$ cat src/hw/rtl/abc_pkg.sv
// Shared constants, codes and arithmetic helpers for the clipped alpha blitter.
package abc_pkg;

  // Destination frame size in pixels
  localparam int DEST_WIDTH  = 256;
  localparam int DEST_HEIGHT = 256;

  localparam int ADDR_W = 16;
  localparam int PIX_W  = 32;
  localparam int CFG_W  = 13;
  localparam int CLIP_W = 16;

  // Transaction kinds
  localparam logic [1:0] KIND_LOAD = 2'd0;
  localparam logic [1:0] KIND_BLIT = 2'd1;
  localparam logic [1:0] KIND_READ = 2'd2;

  // Configuration register indexes
  localparam logic [2:0] REG_SRC_WIDTH  = 3'd0;
  localparam logic [2:0] REG_SRC_HEIGHT = 3'd1;
  localparam logic [2:0] REG_DEST_X     = 3'd2;
  localparam logic [2:0] REG_DEST_Y     = 3'd3;
  localparam logic [2:0] REG_SRC_X      = 3'd4;
  localparam logic [2:0] REG_SRC_Y      = 3'd5;
  localparam logic [2:0] REG_RECT_W     = 3'd6;
  localparam logic [2:0] REG_RECT_H     = 3'd7;

  // One clipped axis: destination start, source start, length
  typedef struct packed {
    logic signed [CLIP_W-1:0] d;
    logic signed [CLIP_W-1:0] s;
    logic signed [CLIP_W-1:0] len;
  } axis_t;

  // floor(m / 255) for m below 65280, by reciprocal with correction
  function automatic logic [7:0] div255(input logic [15:0] m);
    logic [16:0] t;
    t = {1'b0, m} + 17'd1;
    t = t + (t >> 8);
    return t[15:8];
  endfunction

endpackage

$ cat src/hw/rtl/abc_mix.sv
// Two-stage alpha blend of one source word over one destination word.
module abc_mix (
  input  logic        clk,
  input  logic [31:0] dst,
  input  logic [31:0] src,
  input  logic        blend,
  output logic [31:0] result
);

  logic signed [17:0] prod [3];
  logic [31:0]        dst_q;
  logic [31:0]        src_q;
  logic               blend_q;

  // Stage one: signed difference times source alpha per colour channel
  always_ff @(posedge clk) begin
    for (int ch = 0; ch < 3; ch++) begin
      prod[ch] <= 18'($signed({1'b0, src[ch*8 +: 8]}) - $signed({1'b0, dst[ch*8 +: 8]}))
                  * $signed({10'd0, src[31:24]});
    end
    dst_q   <= dst;
    src_q   <= src;
    blend_q <= blend;
  end

  // Stage two: divide by 255 toward zero and add back to the destination
  always_comb begin
    logic [17:0] mag;
    logic [7:0]  q;
    logic [23:0] col;
    col = '0;
    for (int ch = 0; ch < 3; ch++) begin
      mag = prod[ch][17] ? 18'(-prod[ch]) : 18'(prod[ch]);
      q   = abc_pkg::div255(mag[15:0]);
      col[ch*8 +: 8] = prod[ch][17] ? dst_q[ch*8 +: 8] - q : dst_q[ch*8 +: 8] + q;
    end
    result = blend_q ? {src_q[31:24], col} : src_q;
  end

endmodule
$ cat config.mk
export PLATFORM = sky130hd
export DESIGN_NAME = abc_mix
export DESIGN_NICKNAME = d
export VERILOG_FILES = /design/src/hw/rtl/abc_pkg.sv /design/src/hw/rtl/abc_mix.sv
export SDC_FILE = /design/constraint.sdc
export NUM_CORES = 1
export LEC_CHECK = 0
export BUFFER_PORTS_ARGS = -buffer_cell sky130_fd_sc_hd__buf_2
export CORE_ASPECT_RATIO = 0.8
export CORE_MARGIN = 3
export CORE_UTILIZATION = 40
export DETAILED_ROUTE_END_ITERATION = 6
export SYNTH_ARGS = -nofsm -noshare
export SYNTH_HDL_FRONTEND = slang
export SYNTH_SLANG_ARGS = --single-unit
$ cat constraint.sdc
create_clock -name clk -period 7.25 [get_ports clk]
set_input_delay 0.3625 -clock clk [delete_from_list [all_inputs] [get_ports clk]]
set_output_delay 0.3625 -clock clk [all_outputs]
set_load 0.02 [all_outputs]
==> summary.txt <==
Global routing
  • First-pass GRT wire length: 68400 µm
  • Overall routing resource usage: 18.9%
  • Initial antenna violation count: 0
  • Remaining global-route overflow: 0
  • Largest net degree at the start of global routing: 29
  • Vias in the first global route: 13995

Drt
  • Detailed Routing Iterations Pass 1: 5
  • Vias/cell: 5.06
  • DRC Markers: 0
  • Detail Route Antenna Nets: 0
  • Final WL: 40400 µm
  • Wire per inst: 15.1 µm
  • 1st-iter DRT viols: 693
  • Vias: 13533

Synth
  • Register area share after synthesis: 13.0%
  • Post-Syn Area: 16600 µm²
  • Top_reg_cell synth: dfxtp_1
  • Syn Nets: 2366
  • Yosys cell types: 92
  • Asr flop ratio synth: 0%
  • YS warnings: 0
  • Post-synth EDFFs: 0
  • Mapped Cells: 1931
  • Mean Syn Cell Area: 8.61 µm²
  • #FFs+latches synth: 108

Die
  • Die W: 234 µm
  • Row count: 66
  • Die Y: 188 µm
  • Core area: 40800 µm²
  • Initial Utilization: 40.7%
  • Area of the die: 44100 µm²
  • Top Ports: 98

STA
  • Slew @ Worst Pin: 1120 ps
  • Min cycle time layout: 7610 ps
  • Final hold violations: 0
  • PnR worst setup slack: -360 ps
  • RSZ-0062 raised after global routing: true
  • FMAX: 131 MHz
  • Period utilisation layout: 105%
  • Final Max Tran Viols: 0
  • Setup TNS: -433 ps
  • Final setup fails: 2
  • Max-slew headroom: 24.8%

Final layout
  • Share of cells above drive strength 1: 19.2%
  • Area Overhead vs Synth: 18.7%
  • # diodes: 0
  • Commonest non-fill, non-tap cell in the layout: inv_1
  • Commonest non-fill, non-tap cells in the layout: inv_1, fa_1, ha_1, buf_4, nand2_1
  • Final nets: 2563

Setup path
  • Startpoint Class: register
  • Crit end category: output pin
  • CP max-delay cell: or4b_4
  • WP data arrival: 7250 ps
  • CP required: 6890 ps
  • Crit path kind: reg2out
  • Slowest Stage Delay on Critical Path: 520 ps
  • Crit path top cell by count: inv_2
  • Worst-path fanout max: 4

Run
  • Max Cap Viol: 0

Clock tree
  • Htree depth: 3
  • CTS tree: done
  • CTS root buf: clkbuf_16
  • Reg clk slew, reported paths: 90 ps
  • Clock buffer depth: 2
  • CTS Buf Count: 9
  • Clock sink total: 108
  • Hold_buf cts: 0

Placed design
  • Dpl hpwl: 32500 µm
  • Routability cong.: 0.878
  • PortBufs: 89

Run status
  • Failing checks: negative setup slack
  • Outcome: finished, violations left

Min path
  • Hold Path Class: in2reg
cells in the mapped netlist, drive strengths merged, types with 10 or more instances:
| cell | n | share of area [%] |
|---|---|---|
| a21o | 39 | 1.8 |
| a21oi | 84 | 2.5 |
| a31oi | 10 | 0.38 |
| and2 | 115 | 4.3 |
| buf | 14 | 0.56 |
| clkbuf | 39 | 0.88 |
| dfxtp | 108 | 13 |
| fa | 186 | 22 |
| ha | 183 | 14 |
| inv | 362 | 8.2 |
| mux2 | 15 | 1.0 |
| nand2 | 144 | 3.3 |
| nand2b | 17 | 0.64 |
| nand3 | 24 | 0.72 |
| nor2 | 52 | 1.2 |
| nor2b | 31 | 1.2 |
| nor3 | 24 | 0.82 |
| nor4 | 12 | 0.54 |
| o211ai | 13 | 0.62 |
| o21ai | 57 | 1.7 |
| o21bai | 19 | 0.86 |
| o31ai | 20 | 0.93 |
| or2 | 10 | 0.38 |
| or3 | 21 | 0.82 |
| xnor2 | 130 | 6.9 |
| xor2 | 62 | 3.3 |
cells by family (layout without fill, tap and decap cells):
family	after synthesis	in the layout	share of synthesized area, %
AND/OR/NAND/NOR	501	501	16.2
buffers and inverters	416	618	9.66
adder cells (fa/ha/maj)	369	369	36.2
AO/OA/AOI/OAI	325	325	13.4
XOR/XNOR	192	192	10.2
flip-flops	108	108	13.0
multiplexers	20	20	1.34
routing by layer:
layer  routed length, µm  vias to the layer above  track usage (%)
li1                    -                     6695                -
met1               19800                     6634             26.9
met2               18700                      179             30.6
met3                1380                       25             2.99
met4                 488                        0             3.65
met5                   0                        -                0
worst max-delay path, delay by kind of cell (launching register included):
| family | cells | cell delay (ps) |
|---|---|---|
| DFF | 1 | 350 |
| xor gates and xnor gates | 5 | 820 |
| AOI/OAI and AO/OA | 9 | 2160 |
| adders and majority gates | 3 | 800 |
| and+or+nand+nor | 10 | 2100 |
| buffers and inverters | 6 | 630 |
registers in the layout, indices dropped and copies added (netlist names):
signal and cells:
dst_q 24, src_q 32, prod 51, blend_q 1
stage by stage:
stage	utilization, %	worst slack (ps)	instance area [µm²]	cells	hold WS [ps]
floorplan	-	-13.2	16700	1931	390
global placement	45.2	-33.2	18400	2627	464
detailed placement	45.2	-168	18400	2627	474
CTS	47.0	-393	19200	2656	48.7
global route	48.3	-628	19700	2677	49.2
finish	48.3	-360	19700	2677	75.1
final timing paths:
path                 from              end  slack [ps]  depth (start not counted)
max   prod[0][36]$_DFF_P_       result[23]        -360                         33
min                 blend  blend_q$_DFF_P_          80                          1
cell type report:
type	count	area, µm²
tap	544	681
clock inverter	7	88.8
fill	3899	21100
inverter	363	1370
clock buffer	9	225
timing repair buffer	239	1620
sequential	108	2170
multi-input combinational	1407	13600
timing repair:
action,4_1_cts,5_1_grt
pin swaps,52,68
gates resized for setup,65,84
gates cloned,0,0
endpoints found under the setup margin,3,8
setup buffers,14,21
Power is left out: the tool's default activity adds up to more than one toggle a clock period on the data nets, which glitch-free logic cannot reach.
